### config.mk
export PLATFORM = sky130hd
export DESIGN_NAME = srtf_cell
export DESIGN_NICKNAME = d
export VERILOG_FILES = /design/src/rtl/srtf_pkg.sv /design/src/rtl/srtf_cell.sv
export SDC_FILE = /design/constraint.sdc
export NUM_CORES = 1
export LEC_CHECK = 0
export BUFFER_PORTS_ARGS = -buffer_cell sky130_fd_sc_hd__buf_2
export CORE_MARGIN = 2
export CORE_UTILIZATION = 40
export DETAILED_ROUTE_END_ITERATION = 10
export HOLD_SLACK_MARGIN = 0.1
export PLACE_DENSITY = 0.67
export RECOVER_POWER = 50
export SLEW_MARGIN = 10
export SYNTH_ARGS = -nofsm -noshare
export SYNTH_HDL_FRONTEND = slang
export SYNTH_SLANG_ARGS = --single-unit
export TNS_END_PERCENT = 30
### constraint.sdc
create_clock -name clock -period 6.3 [get_ports clock]
set_input_delay 0.945 -clock clock [delete_from_list [all_inputs] [get_ports clock]]
set_output_delay 0.945 -clock clock [all_outputs]
set_load 0.1 [all_outputs]
### src/rtl/srtf_pkg.sv
// ----------------------------------------------------------------------------
// srtf_pkg
// Shared codes, widths and the sweep/write structs of the task table chain.
// ----------------------------------------------------------------------------
package srtf_pkg;

   localparam int unsigned DEFAULT_MAX_ENTRIES = 16;
   localparam int unsigned SLOT_W = 8;   // covers up to 256 entries

   localparam logic [1:0] REQ_ADD    = 2'd0;
   localparam logic [1:0] REQ_CHOOSE = 2'd1;
   localparam logic [1:0] REQ_REMOVE = 2'd2;

   localparam logic [1:0] ST_OK        = 2'd0;
   localparam logic [1:0] ST_NOT_FOUND = 2'd1;
   localparam logic [1:0] ST_FULL      = 2'd2;
   localparam logic [1:0] ST_EMPTY     = 2'd3;

   // Token that walks the chain, one cell per cycle.
   typedef struct packed {
      logic              valid;
      logic [15:0]       key;
      logic [31:0]       t;
      logic              any;
      logic [31:0]       earliest;
      logic              match;
      logic [SLOT_W-1:0] match_slot;
      logic              free;
      logic [SLOT_W-1:0] free_slot;
      logic              pick;
      logic [30:0]       pick_rem;
      logic [15:0]       pick_id;
   } sweep_type;

   // Broadcast table write.
   typedef struct packed {
      logic              en;
      logic              set;
      logic [SLOT_W-1:0] slot;
      logic [15:0]       id;
      logic [31:0]       arrival;
      logic [30:0]       remaining;
   } wr_type;

endpackage

### src/rtl/srtf_cell.sv
// ----------------------------------------------------------------------------
// srtf_cell
// One table entry; folds its entry into the passing sweep and registers it.
// ----------------------------------------------------------------------------
module srtf_cell
   import srtf_pkg::*;
#(
   parameter int unsigned IDX = 0
) (
   input  logic      clock,
   input  logic      reset,
   input  sweep_type sweep_i,
   input  wr_type    wr_i,
   output sweep_type sweep_o
);

   localparam logic [SLOT_W-1:0] MY_SLOT = SLOT_W'(IDX);

   logic        valid_ff;
   logic [15:0] id_ff;
   logic [31:0] arr_ff;
   logic [30:0] rem_ff;
   sweep_type   sweep_ff, sweep_in;

   always_comb begin
      sweep_in = sweep_i;
      if (valid_ff) begin
         sweep_in.any = 1'b1;
         if (!sweep_i.any || arr_ff < sweep_i.earliest) begin
            sweep_in.earliest = arr_ff;
         end
         if (!sweep_i.match && id_ff == sweep_i.key) begin
            sweep_in.match      = 1'b1;
            sweep_in.match_slot = MY_SLOT;
         end
         if (arr_ff <= sweep_i.t && (!sweep_i.pick || rem_ff < sweep_i.pick_rem ||
             (rem_ff == sweep_i.pick_rem && id_ff < sweep_i.pick_id))) begin
            sweep_in.pick     = 1'b1;
            sweep_in.pick_rem = rem_ff;
            sweep_in.pick_id  = id_ff;
         end
      end else if (!sweep_i.free) begin
         sweep_in.free      = 1'b1;
         sweep_in.free_slot = MY_SLOT;
      end
   end

   always_ff @(posedge clock) begin
      if (reset) begin
         sweep_ff <= '0;
         valid_ff <= 1'b0;
      end else begin
         sweep_ff <= sweep_in;
         if (wr_i.en && wr_i.slot == MY_SLOT) begin
            valid_ff <= wr_i.set;
         end
      end
      if (wr_i.en && wr_i.set && wr_i.slot == MY_SLOT) begin
         id_ff  <= wr_i.id;
         arr_ff <= wr_i.arrival;
         rem_ff <= wr_i.remaining;
      end
   end

   assign sweep_o = sweep_ff;

endmodule

---- After elaboration in Yosys (flattened, before gate mapping) ----
Cells that the tools add are included.
operators by class
  reductions and logical operators ........ 13
  eq/ne operators ......................... 2
  multiplexer cells ....................... 7
  order comparisons ....................... 4
operators with widths
  cell                 number
  $mux W48             2
  $mux W42             1
  $le A32 B32 Y1       1
  $lt A32 B32 Y1       1
  $mux W32             1
  $eq A31 B31 Y1       1
  $lt A31 B31 Y1       1
  $mux W9              2
  $eq A16 B16 Y1       1
  $lt A16 B16 Y1       1
  $logic_not A8 Y1     1
  $mux W8              1
  $logic_and A1 B1 Y1  6
  $logic_not A1 Y1     3
  $logic_or A1 B1 Y1   3
storage, ports and cells
  output and inout bits ................... 148
  input port bits ......................... 239
  logic and storage cells ................. 42
  flip-flop bits (word level) ............. 228

---- Depth between registers and ports, before layout ----
  depth in word-level cells ............... 6
  gate-level depth with buffers ........... 11
  depth with buffers taken out ............ 9

---- Least setup slack after synthesis ----
Ideal clock, no wire load.
  path type ............................... input-to-reg
  start ................................... input wr_i[81] in the netlist's numbering
  end ..................................... register arr_ff[0], enable pin
  setup slack ............................. 1.102 ns
  arrival ................................. 4.680 ns
  buffers on the path ..................... 0
  cell stages on the path ................. 3
  library setup time ...................... 0.518 ns
  path through ............................ nor4_1 nand4b_1 nor2_1
between the ends
  cells in the longest elaborated chain, start to end .. 2
RTL lines
  what                  line             text
  start, declared       srtf_cell.sv:13  input wr_type wr_i,
  $logic_not A8 Y1      srtf_cell.sv:58  if (wr_i.en && wr_i.set && wr_i.slot == MY_SLOT) begin
  $logic_and A1 B1 Y1   srtf_cell.sv:58
  end signal, assigned  srtf_cell.sv:60  arr_ff <= wr_i.arrival;
  end, declared         srtf_cell.sv:21  logic [31:0] arr_ff;
Every way passes these cells.
A chain may end at the register's enable or synchronous reset.

---- Final worst setup path ----
  start ................................... input sweep_i[38] in the netlist's numbering
  end ..................................... register sweep_ff (netlist bit sweep_o[42])
between the ends
  cells in the longest elaborated chain, start to end .. 6
  elaborated cells on any way between the ends .. 8
RTL lines
  what                                                       line                              text
  start, declared                                            srtf_cell.sv:12                   input sweep_type sweep_i,
  $lt A31 B31 Y1 or $eq A31 B31 Y1 (tied branches)           srtf_cell.sv:36, srtf_cell.sv:37
  $logic_or A1 B1 Y1 or $logic_and A1 B1 Y1 (tied branches)  srtf_cell.sv:36, srtf_cell.sv:37
  $logic_or A1 B1 Y1 *                                       srtf_cell.sv:36                   if (arr_ff <= sweep_i.t && (!sweep_i.pick || rem_ff < sweep_i.pick_rem ||
  $logic_and A1 B1 Y1 *                                      srtf_cell.sv:36
  $mux W48 *                                                 srtf_cell.sv:36
  $mux W48 *                                                 srtf_cell.sv:27                   if (valid_ff) begin
  end signal, assigned                                       srtf_cell.sv:53                   sweep_ff <= sweep_in;
  end, declared                                              srtf_cell.sv:23                   sweep_type sweep_ff, sweep_in;
Every way passes the cells marked *; elsewhere a longest branch is shown, timed or not.

==> impl_metrics.toml <==
[min_path]
worst_hold_startpoint = "rem_ff[14]"
worst_hold_path.endpoint = "sweep_o[30]"
timing.hold.worst.class = "register to register"
hold-path-cell-count = 2

[routing]
vias = 8195
drt_pass1_iterations = 5
wire_per_inst_um = 16.7
remaining_drc_errors = 0
vias_per_cell = 4.77
finalWirelength_mm = 28.7
route.antenna.remaining_nets = 0
detailedRoute.firstIterationViolations = 355

[clocking]
postCtsHoldBufs = 0
cts_buffers = 25
tritoncts = "done"
clkSinkCount = 228
clk_pin_slew_ns = 0.06
clock_insertion_delay_worst_skew_ns = 0.52
cts-htree-levels = 1
clockRootBuffer = "sky130_fd_sc_hd__clkbuf_16"
number_of_setup_buffers_added_after_cts = 0
max-clock-path-buffers = 3
cts.repair.resized = 0

[floorplanning]
placeableCoreArea_sq_um = 25300
rows = 58
design.die.area_sq_um = 27000
die-width_um = 164
die_height_um = 164
floorplan.initialDensity_pct = 40.8
floorplan.io_pins = 387

[yosys]
synth_top_cell_area_share_pct = 29.0
post_synth.cell_area_avg_sq_um = 10.5
synth.lib_cells_used.distinct = 48
synth_enable_flop_cells = 79
synth_nets = 1329
syn-instance-count = 981
synth_sequential_area_ratio_pct = 52.0
synth_area_leaders = "sky130_fd_sc_hd__dfxtp_1 (29%), sky130_fd_sc_hd__edfxtp_1 (23%), sky130_fd_sc_hd__ha_1 (13%)"
synth_commonest_cells = "sky130_fd_sc_hd__nand2_1 (167), sky130_fd_sc_hd__dfxtp_1 (149), sky130_fd_sc_hd__inv_1 (113)"
warnings_from_yosys = 0
synthesis.area_sq_um = 10300
synth.most_common_cell = "sky130_fd_sc_hd__nand2_1"
synthArstFlopShare_pct = 0
synth_largest_area_cell = "sky130_fd_sc_hd__dfxtp_1"
postSynth.topFlopCell = "sky130_fd_sc_hd__dfxtp_1"
ys_seq_elements = 228

[power_and_ir_drop]
worst_ir_drop_on_vdd_mv = 0.216
cellPowerDensity_nw_per_um2 = 284
total_leakage_power_nw = 6.29

[job]
max-cap-violations = 1

[sta]
finalCritPeriodShare_pct = 60.6
maxClockFrequency_ghz = 0.262
finalWorstPathRequiredPeriod_ns = 3.82
maxSlewHeadroom_pct = -55.8
final_hold_viol_count = 0
timing.final.max_slew_violations = 47
tightest_slew_ns = 2.34
setup_tns_ns = 0
setup_viol_count_final = 0
grt_setup_unrepaired = "no"
finClkSkew_ns = 0.00975

[grt]
largest_net_degree_at_the_start_of_global_routing = 89
grt_overflow = 0
met3_usage_pct = 5.52
grt_most_used_layer = "met2"
antenna_violations_before_repair = 9
global_route_met1_utilization_pct = 24.7
grt_pass1_vias = 8187
grtUsageTotal_pct = 20.4
grt_first_pass_wirelength_mm = 42.8
global_route.usage.met2_pct = 35.5

[finish]
combined_area_of_the_multi_input_logic_cells_sq_um = 4320
drive_gt1_share_pct = 25.4
finalNetCount = 1714
finalCoreUtilization_pct = 52.5
post-route-cell-area_sq_um = 13300
regArea_sq_um = 5360
fill_cells = 2367
syn2layout_area_growth_pct = 28.8

[setup_path]
cp-end-kind = "register"
critical_path.reg2reg.endpoint = "sweep_o[42]"
slowest_stage = "sky130_fd_sc_hd__o22a_2"
number_of_cells_on_the_worst_reg_to_reg_path = 8
worstPathRequired_ns = 6.74
critical_path.max_fanout = 34
critPathMaxStageDelay_ns = 0.94
criticalPathCategory = "input port to register"
r2r-start = "rem_ff[22]"
critical_path.startpoint_type = "input port"
critical-path-top-cell-by-count = "sky130_fd_sc_hd__nand4_1"
worstPathBufferInverterCount = 3
ordered_cell_list_for_the_critical_path = "buf_2, inv_1, ha_1, nand4_1, nor4_1, nand4_1, o21ai_0, o22a_2, buf_4, mux2i_1"
worst_endpoint_data_arrival_time_ns = 4.26
r2r_setup_slack_ns = 2.62
top_delay_family_on_crit_path = "compound AO/OA/AOI/OAI gates"

[place]
port_buffers = 386
dpl.hpwl_mm = 22.2
replace_congestion = 0.829
post_dp_cell_area_sq_um = 12500

[outcome]
run_status = "complete, but fails checks"
violations = "capacitance limit, slew limit"
## how the worst max path moves through the flow
stage                           start          end  slack (ns)  cells after the start
final                     sweep_i[38]  sweep_o[42]        2.48                     10
after detailed placement  sweep_i[38]  sweep_o[40]        1.77                     10
after floorplan              wr_i[81]    arr_ff[0]        1.10                      3
after CTS                 sweep_i[38]  sweep_o[40]        2.32                     10
after global placement    sweep_i[38]   sweep_o[7]        1.78                     10
after global routing      sweep_i[38]  sweep_o[42]        2.19                     10
## worst register-to-register path: stages, from the launching register on
cell and delay (ns):
sky130_fd_sc_hd__edfxtp_1 0.40, sky130_fd_sc_hd__ha_1 0.34, sky130_fd_sc_hd__nand4_1 0.13, sky130_fd_sc_hd__nor4_1 0.58, sky130_fd_sc_hd__nand4_1 0.18, sky130_fd_sc_hd__o21ai_0 0.30, sky130_fd_sc_hd__o22a_2 0.94, sky130_fd_sc_hd__buf_4 0.49
sky130_fd_sc_hd__mux2i_1 0.25
## metrics by stage
step	hold WS [ns]	power, mW	std cells	setup WS, ns
2_1_floorplan	0.491	2.11	981	1.10
3_3_place_gp	0.522	2.28	1669	1.78
3_5_place_dp	0.535	2.29	1669	1.77
4_1_cts	0.546	3.81	1714	2.32
5_1_grt	0.569	3.91	1718	2.19
6_report	0.545	3.77	1719	2.48
## flip-flops by register name (all words and copies together), names as in the netlist
signal and cells:
arr_ff 32, id_ff 16, rem_ff 31, sweep_o 148, valid_ff 1
## per-layer routing
layer  wire, um  share of wire [%]
met5         49               0.17
met4        839                2.9
met3       2420                8.4
met2      13700                 48
met1      11700                 41
## placed cells by master (no fill, tap or decap), drive strengths merged, types with 2 or more instances in the layout
| master | netlist | final |
|---|---|---|
| a211oi | 2 | 2 |
| a21oi | 35 | 35 |
| o21a | 2 | 2 |
| o21ai | 14 | 14 |
| o31ai | 2 | 2 |
| nor2 | 47 | 47 |
| nor4 | 7 | 7 |
| nor2b | 23 | 23 |
| nor3 | 4 | 4 |
| o211a | 2 | 2 |
| diode | 0 | 5 |
| buf | 12 | 304 |
| and4 | 4 | 4 |
| nand2b | 2 | 2 |
| ha | 109 | 109 |
| nand4 | 23 | 23 |
| a21o | 24 | 24 |
| nand3 | 8 | 8 |
| and2 | 17 | 17 |
| nand4b | 2 | 2 |
| nor4b | 2 | 2 |
| xnor2 | 16 | 16 |
| mux2i | 79 | 79 |
| a221o | 2 | 2 |
| edfxtp | 79 | 79 |
| clkbuf | 20 | 123 |
| clkinv | 1 | 6 |
| dfxtp | 149 | 149 |
| inv | 113 | 115 |
| nand2 | 167 | 167 |
## where the power goes
group | switching (mW) | total [mW] | internal, mW
sequential | 0.0139 | 1.58 | 1.57
clock | 0.598 | 1.52 | 0.924
combinational | 0.516 | 0.660 | 0.144
total | 1.13 | 3.77 | 2.64
## cell families after synthesis
logic type	count (synthesis)	synth area share, %
adders and majority gates	109	13.2
and+or+nand+nor	311	13.8
xor gates and xnor gates	16	1.36
muxes	79	7.68
DFF	228	52.0
buffers and inverters	146	6.11
AOI/OAI and AO/OA	92	5.77
## layout make-up
class / count / area share [%]
multi-input combinational: 607 / 32.6
clock inverter: 8 / 0.529
clock buffer: 37 / 6.07
inverter: 114 / 3.25
timing repair buffer: 390 / 14.0
antenna: 5 / 0.0944
sequential: 228 / 40.4
tap: 330 / 3.11
Note: power is estimated with default switching activity, not from simulation.
